--- config.mk ---
export PLATFORM = sky130hd
export DESIGN_NAME = ede_serial
export DESIGN_NICKNAME = d
export VERILOG_FILES = /design/src/rtl/ede_pkg.sv /design/src/rtl/ede_serial.sv
export SDC_FILE = /design/constraint.sdc
export NUM_CORES = 1
export LEC_CHECK = 0
export BUFFER_PORTS_ARGS = -buffer_cell sky130_fd_sc_hd__buf_2
export CAP_MARGIN = 10
export CORE_ASPECT_RATIO = 1.25
export CORE_MARGIN = 2
export CORE_UTILIZATION = 49
export DETAILED_ROUTE_END_ITERATION = 10
export GPL_TIMING_DRIVEN = 0
export PLACE_DENSITY = 0.78
export RECOVER_POWER = 100
export SLEW_MARGIN = 25
export SYNTH_ARGS = -nofsm -noshare
export SYNTH_HDL_FRONTEND = slang
export SYNTH_SLANG_ARGS = --single-unit
--- constraint.sdc ---
create_clock -name clk -period 3.2 [get_ports clk]
set_input_delay 0 -clock clk [delete_from_list [all_inputs] [get_ports clk]]
set_output_delay 0 -clock clk [all_outputs]
set_load 0.005 [all_outputs]
--- src/rtl/ede_pkg.sv ---
package ede_pkg;

  localparam int SLOT_W = 11;
  localparam int ZZ_W   = 17;
  localparam int NZ     = 5;

  // change-mask bits
  localparam int MASK_POS_BIT  = 0;
  localparam int MASK_HEAD_BIT = 1;
  localparam int MASK_HUE_BIT  = 2;

  localparam logic [7:0] LOW7 = 8'h7F;
  localparam logic [7:0] MORE = 8'h80;

  // varint field order
  localparam logic [2:0] ZI_X = 3'd0;
  localparam logic [2:0] ZI_Y = 3'd1;
  localparam logic [2:0] ZI_Z = 3'd2;
  localparam logic [2:0] ZI_U = 3'd3;
  localparam logic [2:0] ZI_V = 3'd4;

  typedef enum logic [1:0] {
    PH_ID,
    PH_MASK,
    PH_VAL,
    PH_HUE
  } ph_t;

  typedef struct packed {
    logic                      command;
    logic [SLOT_W-1:0]         slot;
    logic [31:0]               entity_id;
    logic [15:0]               pos_x;
    logic [15:0]               pos_y;
    logic [15:0]               pos_z;
    logic signed [15:0]        head_u;
    logic signed [15:0]        head_v;
    logic [7:0]                colour;
  } in_item_t;

  typedef struct packed {
    logic [7:0] out_byte;
    logic       last;
    logic       id_mismatch;
  } out_item_t;

  typedef struct packed {
    logic [31:0] ident;
    logic [15:0] pos_z;
    logic [15:0] pos_y;
    logic [15:0] pos_x;
    logic [15:0] head_v;
    logic [15:0] head_u;
    logic [7:0]  hue;
  } base_t;

  typedef struct packed {
    logic                      err;
    logic [31:0]               ident;
    logic [2:0]                mask;
    logic [NZ-1:0][ZZ_W-1:0]   zz;
    logic [7:0]                hue;
  } ser_item_t;

  function automatic logic [ZZ_W-1:0] zigzag(input logic [ZZ_W-1:0] d);
    return {d[ZZ_W-2:0], 1'b0} ^ {ZZ_W{d[ZZ_W-1]}};
  endfunction

endpackage

--- src/rtl/ede_serial.sv ---
module ede_serial (
  input  logic              clk,
  input  logic              rst_n,
  input  logic              ld,
  input  ede_pkg::ser_item_t item,
  output logic              free,
  output logic              out_valid,
  input  logic              out_stall,
  output ede_pkg::out_item_t out_data
);
  import ede_pkg::*;

  ser_item_t       item_r;
  ph_t             ph_r, ph_nxt;
  logic            busy_r;
  logic [1:0]      cnt_r, cnt_nxt;
  logic [2:0]      k_r, k_nxt;
  logic [ZZ_W-1:0] cur_r, cur_nxt, cur_rest;
  logic            out_valid_r;
  out_item_t       out_r;
  logic            emit;
  logic            sel_val;
  logic [7:0]      byte_c;
  logic            last_c, mism_c;

  assign emit     = busy_r & (~out_valid_r | ~out_stall);
  assign free     = ~busy_r | (emit & last_c);
  assign cur_rest = cur_r >> 7;

  always_comb begin
    ph_nxt  = ph_r;
    cnt_nxt = cnt_r;
    k_nxt   = k_r;
    cur_nxt = cur_r;
    sel_val = 1'b0;
    byte_c  = '0;
    last_c  = 1'b0;
    mism_c  = 1'b0;
    unique case (ph_r)
      PH_ID: begin
        if (item_r.err) begin
          last_c = 1'b1;
          mism_c = 1'b1;
        end else begin
          byte_c  = item_r.ident[8*cnt_r +: 8];
          cnt_nxt = cnt_r + 2'd1;
          if (cnt_r == 2'd3) ph_nxt = PH_MASK;
        end
      end
      PH_MASK: begin
        byte_c = {5'd0, item_r.mask};
        if (item_r.mask[MASK_POS_BIT]) begin
          ph_nxt  = PH_VAL;
          k_nxt   = ZI_X;
          sel_val = 1'b1;
        end else if (item_r.mask[MASK_HEAD_BIT]) begin
          ph_nxt  = PH_VAL;
          k_nxt   = ZI_U;
          sel_val = 1'b1;
        end else if (item_r.mask[MASK_HUE_BIT]) begin
          ph_nxt = PH_HUE;
        end else begin
          last_c = 1'b1;
        end
      end
      PH_VAL: begin
        byte_c = (8'(cur_r) & LOW7) | ((cur_rest != '0) ? MORE : 8'd0);
        if (cur_rest != '0) begin
          cur_nxt = cur_rest;
        end else begin
          // current varint done, pick the next field
          case (k_r) inside
            ZI_X, ZI_Y, ZI_U: begin
              k_nxt   = k_r + 3'd1;
              sel_val = 1'b1;
            end
            ZI_Z: begin
              if (item_r.mask[MASK_HEAD_BIT]) begin
                k_nxt   = ZI_U;
                sel_val = 1'b1;
              end else if (item_r.mask[MASK_HUE_BIT]) begin
                ph_nxt = PH_HUE;
              end else begin
                last_c = 1'b1;
              end
            end
            default: begin
              if (item_r.mask[MASK_HUE_BIT]) ph_nxt = PH_HUE;
              else last_c = 1'b1;
            end
          endcase
        end
      end
      PH_HUE: begin
        byte_c = item_r.hue;
        last_c = 1'b1;
      end
      default: begin
        last_c = 1'b1;
      end
    endcase
    if (sel_val) cur_nxt = item_r.zz[k_nxt];
  end

  always_ff @(posedge clk) begin
    if (!rst_n) begin
      ph_r <= PH_ID;
    end else if (ld) begin
      ph_r <= PH_ID;
    end else if (emit) begin
      ph_r <= ph_nxt;
    end
  end

  always_ff @(posedge clk) begin
    if (!rst_n) begin
      busy_r      <= 1'b0;
      out_valid_r <= 1'b0;
    end else begin
      if (ld) busy_r <= 1'b1;
      else if (emit && last_c) busy_r <= 1'b0;
      if (emit) out_valid_r <= 1'b1;
      else if (!out_stall) out_valid_r <= 1'b0;
    end
  end

  always_ff @(posedge clk) begin
    if (ld) begin
      item_r <= item;
      cnt_r  <= 2'd0;
    end else if (emit) begin
      cnt_r <= cnt_nxt;
      k_r   <= k_nxt;
      cur_r <= cur_nxt;
    end
    if (emit) out_r <= '{out_byte: byte_c, last: last_c, id_mismatch: mism_c};
  end

  assign out_valid = out_valid_r;
  assign out_data  = out_r;

endmodule

* Word-level counts from Yosys, hierarchy flattened *
Index checks and enable logic that the tools add are counted.

storage, ports and cells
  bits in registers = 165
  bits of input ports = 133
  output and inout bits = 12

operators by class
  $add $sub $neg = 2
  magnitude comparators = 1
  equal/unequal tests = 13
  shift operators = 1
  mux-type cells = 42
  bitwise operators = 11
  reduce and logical (&&, ||, !) cells = 14

operators by type and width
  cell                 number
  $mux 17              4
  $bmux 17 s3          1
  $pmux 8 s4           1
  $shiftx 32x6->8      1
  $mux 2               9
  $reduce_bool 17->1   1
  $mux 1               16
  $mux 8               2
  $mux 3               5
  $ne 2x2->1 const B   4
  $or 7x8->8           1
  $reduce_and 7->1     1
  $eq 2x2->1 const B   3
  $eq 3x2->1 const B   2
  $not 1->1            6
  $pmux 2 s3           1
  $pmux 3 s2           1
  $reduce_bool 2->1    3
  $lt 3x4->1 const B   1
  $pmux 1 s4           1
  $reduce_and 4->1     1
  $add 3x1->3 const B  1
  $eq 3x1->1 const B   1
  $logic_not 3->1      1
  14 further kinds     16

* Depth between registers and ports, before layout *
Gate-level depths: netlist of run 1.

  word-level depth = 9
  depth in mapped cells = 10
  depth with buffers taken out = 8

* Worst setup path after synthesis of run 1 *
No wires, ideal clock.

  kind = register to register
  from = register cur_r[13]
  to = register cur_r[0], enable pin
  library setup time = 0.417 ns
  arrival time = 2.917 ns
  path slack = -0.134 ns
  cell stages (with the launch flop) = 6
  buffers on the path = 1
  period minus slack after synthesis = 3.334 ns
  cells stage by stage = edfxtp_1 > or4_4 > o41ai_1 > nand3b_1 > buf_2 > a21boi_0

between the ends
  word-level cells in the longest chain between the ends = 5

ends and longest elaborated chain
  element                                line               source
  from (decl)                            ede_serial.sv:18   logic [ZZ_W-1:0] cur_r, cur_nxt, cur_rest;
  from (signal assigned)                 ede_serial.sv:134  cur_r <= cur_nxt;
  $reduce_bool 17->1 (*)                 ede_serial.sv:68   if (cur_rest != '0) begin
  $mux 1                                 ede_serial.sv:68
  $pmux 1 s2                             ede_serial.sv:39   unique case (ph_r)
  $reduce_bool 2->1 (no source line)     -
  $reduce_and 4->1 (no source line) (*)  -

Every way passes the cells marked *; elsewhere a longest branch is shown, timed or not.
A chain may end at the register's enable or synchronous reset.

* Worst setup path after layout of run 1 *
  from = register cur_r[13]
  to = register cur_r[5] (data pin)

between the ends
  word-level cells in the longest chain between the ends = 6

ends and longest elaborated chain
  element                        line               source
  $reduce_bool 17->1 (*)         ede_serial.sv:68
  $mux 3                         ede_serial.sv:68
  $pmux 3 s2                     ede_serial.sv:39
  $bmux 17 s3                    ede_serial.sv:102  if (sel_val) cur_nxt = item_r.zz[k_nxt];
  $mux 17 (implied by the code)  ede_serial.sv:102
  $mux 17 (*)                    ede_serial.sv:102
  via cur_nxt[5]                 ede_serial.sv:18

Mark *: on every way through the listed nets, which the timed path passes. The rest lies on a longest branch. The select of a mux whose other input is x is not followed.

==> metrics.cfg, run 1 <==
[critical_path]
path_max_fanout = 10
crit_path_end_kind = register
reg2reg_to = cur_r[5]
r2r_start = cur_r[13]
timing.critical_path.to = cur_r[5]
critPathRequiredTime_ns = 3.35
crit_chain = or4_4 -> or3_1 -> buf_6 -> o31a_2 -> a21oi_1 -> buf_6 -> buf_6 -> mux2i_1 -> o221ai_1
reg2reg_slack_ns = 0.04
start_kind = register
slowest_stage = or4_4
slowest_delay_ns = 0.59
path_class = register to register
cpMostUsedCell = buf_6
reg2regPathDepth = 9
critPathLaunch = cur_r[13]
critPathArrivalTime_ns = 3.31

[final_layout]
final_util_pct = 72.6
layout-drive-gt1-share_pct = 28.7
num-nets-final = 825
fin_cells = 866
syn_to_final_growth_pct = 44.6

[power_and_ir_drop]
p_leak_nw = 3.67
max-vdd-ir-drop_v = 0.000398
p_comb_share_pct = 8.3
p_switching_mw = 1.13
switching_share_pct = 23.0
cellPowerDensity_nw_per_um2 = 512
power.share.sequential_pct = 52.6
p_int_mw = 3.79
power.share.clock_pct = 39.1

[placed_design]
routabilityCongestion = 0.863
dpl.hpwl_microns = 9620
place_inst = 693
port_buffers = 144
post-place-ws_ns = -0.140

[die]
rows = 47
die_h_microns = 134
dieArea_sq_um = 14500
pin_count = 145
initial_core_util_pct = 50.2
core_area_sq_um = 13200
fp.dieW_microns = 108

[logic_synthesis]
syn_inst = 376
synth_seq_cells = 165
syn-num-nets = 520
synth_commonest_cells = edfxtp_1 (159), mux2i_1 (35), o21ai_0 (15), o221ai_1 (15), nand2_1 (13)
synth_edf_count = 159
synth_flop_cell = edfxtp_1
synthTopCellsByArea = edfxtp_1 (72%), mux2i_1 (5.3%), mux4_2 (2.7%), ha_1 (2.1%), o221ai_1 (2.0%)
synth_most_common_cell = edfxtp_1
synth_top_area_share_pct = 71.9
syn-cell-area_sq_um = 6640
yosys.area.top_type = edfxtp_1
ys_types = 48
ys.warnings.count = 0
syn_area_per_cell_sq_um = 17.7
synth.yosys.seq_area_share_pct = 73.7
synthArstFlopShare_pct = 0

[routing]
firstDrtPassIters = 10
vias = 4752
wl_microns = 17900
antenna_left = 0
vias_per_cell = 5.49
post_drt_wl_per_cell_microns = 20.6
drc = 1
drt-initial-drc-count = 410

[clock_tree]
clk_path_buf_depth = 2
cts_tree = done
cts_inserted_buffers = 17
cts.sinks = 165
clock_latency_ns = 0.42
cts-root-buf = clkbuf_16
htreeDepth = 4
path_clk_slew_ns = 0.07

[timing]
clock_skew_ns = 0.00941
finalCriticalPeriod_ns = 3.16
hold_violations = 0
timing.final.crit_share_pct = 98.8
finalSetupViolations = 0
tightest_slew_ns = 2.57
fin_hold_ws_ns = 0.286
max_freq_mhz = 316
max_slew_margin_pct = -71.1
drv_slew = 46
rsz0062_at_grt = yes
worst_slack_ns = 0.0393

[hold_path]
holdCritPathClass = input port to register
min_from = item[105]

[global_route]
grt_start_max_net_pins = 91
grt_use_total_pct = 25.5
grt-ovfl-total = 0
antenna_found_initial = 1
grt_pass1_vias = 5116
grt_pass1_wl_microns = 27000

[outcome]
failed_checks = DRC, capacitance limit, slew limit
outcome = finished with violations

[run]
maxCapViolCount = 1

[through the flow]
step                      instance area, sq um  power, mW  TNS, ns
final                                     9600       4.92        0
after global routing                      9600       5.07  -0.0943
after CTS                                 9510       4.86        0
after detailed placement                  7620       2.88   -0.425
after global placement                    7570       2.86    -4.53
after floorplan                           6640       2.70        0
[worst min path at each step]
| stage | endpoint | slack [ns] | cells past startpoint |
|---|---|---|---|
| final | item_r[105] | 0.29 | 2 |
| after global routing | item_r[126] | 0.28 | 2 |
| after CTS | item_r[73] | 0.02 | 1 |
| after detailed placement | item_r[23] | 0.18 | 1 |
| after global placement | item_r[72] | 0.18 | 1 |
| after floorplan | cnt_r[0] | 0.07 | 1 |
[layer usage]
metal / up-vias / part of all wire (%) / track usage [%] / wire, microns
met5: - / 0 / 0 / 0
met1: 2308 / 35 / 28.1 / 6260
met4: 0 / 3.3 / 10.1 / 592
li1: 2147 / - / - / -
met3: 41 / 6.2 / 5.98 / 1100
met2: 256 / 56 / 46.9 / 9920
[cells in the final DEF, fill, tap and decap left out, types with 3 or more instances in the layout]
cell	synthesis	layout
buf_2	5	117
mux2i_2	0	4
dlygate4sd3_1	0	132
a22oi_1	5	5
clkbuf_16	0	17
o21ai_0	15	15
dfxtp_1	6	6
buf_4	4	9
nand3_1	7	7
mux2i_1	35	29
clkbuf_1	5	35
buf_6	2	6
or4_4	3	3
mux4_2	8	8
o221ai_2	3	4
clkinv_4	0	4
ha_1	11	11
nor2_1	7	7
a222oi_1	3	3
inv_1	10	10
o221ai_1	15	14
edfxtp_1	159	159
a32oi_1	10	10
nor2b_1	3	3
buf_1	2	3
nand2_1	13	13
inv_6	0	3
a21oi_1	11	11
[critical path, delay by kind of cell, from the launching register on]
kind | cells | cell delay, ns
DFF | 1 | 0.42
and+or+nand+nor | 2 | 0.97
muxes | 1 | 0.28
AOI/OAI and AO/OA | 3 | 0.70
buffers and inverters | 3 | 0.53
[registers in the layout (all words and copies together) (netlist names)]
register	count
cur_r	17
k_r	3
busy_r	1
out_data	10
out_valid	1
cnt_r	2
ph_r	2
item_r	129
[layout make-up]
| class | instances | area [sq um] |
|---|---|---|
| diodes | 1 | 2.50 |
| plain buffers | 19 | 149 |
| clock buffers | 19 | 433 |
| clock inverters | 13 | 119 |
| fillers | 813 | 3630 |
| inverters | 10 | 37.5 |
| multi-input cells | 182 | 1650 |
| flip-flops and latches | 165 | 4890 |
| well taps | 171 | 214 |
| repair buffers | 286 | 2100 |
[power groups by stage]
stage	clock (mW)	sequential [mW]	combinational [mW]
final	1.92	2.59	0.408
after global routing	2.04	2.60	0.436
after floorplan	0	2.61	0.0989
after CTS	1.90	2.58	0.386
after detailed placement	0	2.62	0.258
after global placement	0	2.61	0.245
[what timing repair did]
item | CTS | global route
hold endpoints to repair | 133 | 0
pin swaps | 0 | 2
hold buffers | 132 | 0
gates resized for setup | 4 | 15
buffers inserted | 0 | 8
setup endpoints to repair | 14 | 17
[logic make-up after synthesis]
logic type | after synthesis | synth area share [%]
muxes | 43 | 7.99
buffers and inverters | 29 | 2.34
DFF | 165 | 73.7
xor gates and xnor gates | 1 | 0.132
AOI/OAI and AO/OA | 80 | 9.71
adders and majority gates | 11 | 2.07
and+or+nand+nor | 47 | 4.03
No activity file was read; power rests on OpenSTA's default activity.
==> run 2, diff against run 1 <==
Settings changed: CELL_PAD_IN_SITES_DETAIL_PLACEMENT set to 0, CELL_PAD_IN_SITES_GLOBAL_PLACEMENT set to 2, CORE_UTILIZATION 49 to 30, PLACE_DENSITY 0.78 to 0.68.
==> run 2 against run 1 <==
Against the previous run: the flow now finishes without violations; routed wire length fell by 5.0%; sequential share of layout area fell by 0.66 points; non-clock buffer count down 2; clock power is 7% higher; clock skew about the same; largest power group unchanged.
==> metrics.cfg, run 2 (synthesis gave the netlist of run 1 again) <==
[routing]
antenna_left = 0
post_drt_wl_per_cell_microns = 17.5
firstDrtPassIters = 7
vias = 4491
drt-initial-drc-count = 229
wl_microns = 17000
drc = 0
vias_per_cell = 4.63

[hold_path]
holdCritPathClass = input port to register

[timing]
finalSetupViolations = 0
tightest_slew_ns = 0.759
rsz0062_at_grt = yes
max_slew_margin_pct = 49.4
hold_violations = 0
timing.final.crit_share_pct = 97.2
drv_slew = 0
finalCriticalPeriod_ns = 3.11
max_freq_mhz = 321
fin_setup_tns_ns = 0
clock_skew_ns = 0.00939

[run]
maxCapViolCount = 0

[final_layout]
largest_register_ffs = 129
top_register = item_r
num-nets-final = 823
fillers = 1953
syn_to_final_growth_pct = 46.5
layout-drive-gt1-share_pct = 28.5
final_cell_mix = edfxtp_1 (159), dlygate4sd3_1 (133), buf_2 (118)
antenna_cells = 0
final_common_cell = edfxtp_1

[critical_path]
path_class = register to register
path_max_fanout = 10
crit_path_end_kind = register
critPathRequiredTime_ns = 3.35
critPathArrivalTime_ns = 3.26
start_kind = register

[placed_design]
routabilityCongestion = 0.782
port_buffers = 144
dpl.hpwl_microns = 10900

[die]
fp.dieW_microns = 137
dieArea_sq_um = 23300
initial_core_util_pct = 30.7
die_h_microns = 170
core_area_sq_um = 21600
rows = 60
pin_count = 145

[clock_tree]
clk_path_buf_depth = 2
cts-root-buf = clkbuf_16
htreeDepth = 4
clock_latency_ns = 0.43
cts.sinks = 165
cts_inserted_buffers = 17
path_clk_slew_ns = 0.07
cts_tree = done

[global_route]
use_met2_pct = 27.3
grt_start_max_net_pins = 93
grt_pass1_wl_microns = 25900
grt_use_total_pct = 15.0
antenna_found_initial = 0
grtUsageMet1_pct = 17.1
grt_pass1_vias = 4932
grtUsageMet3_pct = 3.22
grt-ovfl-total = 0
top_usage_layer = met2

[power_and_ir_drop]
max-vdd-ir-drop_v = 0.000379
p_leak_nw = 3.70
cellPowerDensity_nw_per_um2 = 516
p_total_mw = 5.02

[outcome]
outcome = complete, no violations

-- run 2: where the power goes --
part	leakage (nW)	internal (mW)	switching, mW
combinational	1.80	0.229	0.163
sequential	1.61	2.53	0.0437
clock	0.288	1.17	0.890
total	3.70	3.93	1.10
-- run 2: routing by layer --
metal / vias up / routed length (microns) / share of wire (%)
met5: - / 0 / 0
met3: 29 / 729 / 4.3
li1: 2141 / - / -
met2: 139 / 9090 / 54
met4: 0 / 365 / 2.2
met1: 2182 / 6780 / 40
-- run 2: stage by stage --
stage	utilization, %	setup slack, ns	instances	hold slack [ns]	instance area, sq um
detailed placement	35.9	-0.0741	801	0.178	7760
global route	45.0	-0.0292	971	0.261	9730
finish	45.0	0.0895	971	0.275	9730
floorplan	-	0.301	376	0.0724	6640
global placement	35.7	-0.329	799	0.178	7710
CTS	44.9	0.0199	966	0.254	9700
-- run 2: critical path: stages, from the launching register on --
cell and delay [ns]:
edfxtp_1 0.40, or4_4 0.56, or3_1 0.37, buf_6 0.15
o31a_2 0.35, a21oi_1 0.19, buf_6 0.19, buf_6 0.20
mux2i_1 0.26, o221ai_1 0.15
-- run 2: path summary, 6_finish.rpt --
kind,cells past startpoint,slack [ns],start,to
worst max register to register,9,0.09,cur_r[14],cur_r[6]
worst min register to register,2,0.56,item_r[92],cur_r[16]
worst min-delay path,2,0.28,item[35],item_r[35]
worst max-delay path,9,0.09,cur_r[14],cur_r[6]
-- run 2: what timing repair did --
item / 4_1_cts / 5_1_grt
resized for setup: 5 / 6
setup buffers: 0 / 5
pin swaps: 1 / 2
setup endpoints to repair: 17 / 17
endpoints found under the hold margin: 176 / 0
hold buffers: 133 / 0
-- run 2: cell type report --
type | instances | area, sq um | share of cell area, %
Buffer | 19 | 138 | 1.41
Clock buffer | 17 | 425 | 4.37
Clock inverter | 15 | 169 | 1.74
Inverter | 10 | 37.5 | 0.386
Multi-Input combinational cell | 182 | 1610 | 16.5
Sequential cell | 165 | 4890 | 50.3
Tap cell | 279 | 349 | 3.59
Timing Repair Buffer | 284 | 2110 | 21.6
==> run 3, diff against run 2 <==
Settings changed: PLACE_DENSITY 0.68 to 0.74.
Clock period 3.2 ns to 3.4 ns, I/O delays scaled along.
==> run 3 against run 2 <==
Against the previous run: the run now ends with capacitance limit, slew limit left; global-route usage decreased by 0.95 points; clock skew is 0.0013 ns lower; clock power is essentially flat; final area down 0.51%; non-clock buffer count fell by 5; critical path type unchanged; critical endpoint is now cur_r[8]; largest cell class unchanged.
==> metrics.cfg, run 3 (synthesis gave the netlist of run 1 again) <==
[outcome]
outcome = finished with violations
failed_checks = capacitance limit, slew limit

[die]
core_area_sq_um = 21600
initial_core_util_pct = 30.7
die_h_microns = 170
rows = 60
dieArea_sq_um = 23300
fp.dieW_microns = 137
pin_count = 145

[critical_path]
critPathArrivalTime_ns = 3.40
slowest_delay_ns = 0.58
path_class = register to register
critPathRequiredTime_ns = 3.56
worst-path-buf-inv = 3
slowest_stage = or4_4
start_kind = register
path_max_fanout = 10
path_delay_family = simple AND/OR/NAND/NOR gates
reg2reg_slack_ns = 0.16
crit_chain = or4_4 -> or3_1 -> buf_6 -> o31a_2 -> a21oi_1 -> clkbuf_4 -> buf_4 -> mux2i_1 -> o221ai_2
crit_path_end_kind = register

[timing]
finalSetupViolations = 0
max_slew_margin_pct = -54.7
finalCriticalPeriod_ns = 3.24
max_freq_mhz = 308
drv_slew = 42
hold_violations = 0
timing.final.crit_share_pct = 95.4
fin_setup_tns_ns = 0
worst_slack_ns = 0.156
clock_skew_ns = 0.00804
tightest_slew_ns = 2.32
rsz0062_at_grt = no

[routing]
drt-initial-drc-count = 224
drc = 0
vias = 4450
firstDrtPassIters = 5
post_drt_wl_per_cell_microns = 16.7
wl_microns = 16100
antenna_left = 0
vias_per_cell = 4.61

[global_route]
grt_pass1_wl_microns = 24500
grt_pass1_vias = 4769
grt_start_max_net_pins = 95
grt-ovfl-total = 0
grtUsageMet3_pct = 2.95
grt_use_total_pct = 14.0
antenna_found_initial = 0
top_usage_layer = met2
grtUsageMet1_pct = 16.2
use_met2_pct = 25.3

[final_layout]
syn_to_final_growth_pct = 45.8
final_common_cell = edfxtp_1
fillers = 1930
top_register = item_r
layout-drive-gt1-share_pct = 27.2
largest_register_ffs = 129
fin_area_sq_um = 9680
multi_input_area_sq_um = 1590
antenna_cells = 0
register_area_sq_um = 4890
final_cell_mix = edfxtp_1 (159), dlygate4sd3_1 (133), buf_2 (120)
num-nets-final = 818

[clock_tree]
cts.sinks = 165
cts-root-buf = clkbuf_16
cts_setup_buffers = 0
cts_inserted_buffers = 17
clock_latency_ns = 0.42
cts_tree = done
path_clk_slew_ns = 0.07
clk_path_buf_depth = 2
htreeDepth = 4

[power_and_ir_drop]
max-vdd-ir-drop_v = 0.000358
p_leak_nw = 3.67
cellPowerDensity_nw_per_um2 = 499
p_total_mw = 4.83

[placed_design]
routabilityCongestion = 0.771
placed_area_sq_um = 7760
port_buffers = 144
dpl.hpwl_microns = 10700
post-place-ws_ns = 0.0120

[run]
maxCapViolCount = 1

[hold_path]
holdCritPathClass = input port to register

## run 3: per-stage QoR
step / hold slack (ns) / utilization (%) / std cells
4_1_cts: 0.257 / 45.0 / 966
2_1_floorplan: 0.0724 / - / 376
3_3_place_gp: 0.178 / 35.7 / 799
3_5_place_dp: 0.178 / 35.9 / 801
6_report: 0.274 / 44.8 / 966
5_1_grt: 0.267 / 44.8 / 966
## run 3: layout make-up
class	count	share of cell area (%)
well taps	279	3.61
flip-flops and latches	165	50.6
inverters	10	0.388
clock buffers	21	4.86
plain buffers	19	1.32
repair buffers	279	21.2
multi-input cells	182	16.4
clock inverters	11	1.68
## run 3: report_power, final
group	switching, mW	total, mW	internal (mW)
logic	0.151	0.363	0.212
clock network	0.814	2.05	1.23
registers	0.0401	2.42	2.38
total	1.00	4.83	3.83
## run 3: per-layer routing
layer | vias to the layer above | wire, microns
li1 | 2132 | -
met1 | 2157 | 6560
met2 | 138 | 8690
met3 | 23 | 572
met4 | 0 | 282
met5 | - | 0
## run 3: path summary, 6_finish.rpt
kind	startpoint	end	depth (start not counted)
worst min-delay path	item[68]	item_r[68]	2
worst max-delay path	cur_r[13]	cur_r[8]	9
worst min register to register	busy_r	busy_r	2
worst max register to register	cur_r[13]	cur_r[8]	9
## run 3: worst register-to-register path: stages (launching register included)
cell      delay (ns)
edfxtp_1        0.41
or4_4           0.59
or3_1           0.37
buf_6           0.15
o31a_2          0.35
a21oi_1         0.15
clkbuf_4        0.25
buf_4           0.26
mux2i_1         0.31
o221ai_2        0.14
## run 3: timing repair
action,in CTS,in global routing
resized for setup,1,3
endpoints found under the hold margin,170,0
pin swaps,0,1
cloned,0,0
endpoints found under the setup margin,1,7
hold buffers,133,0
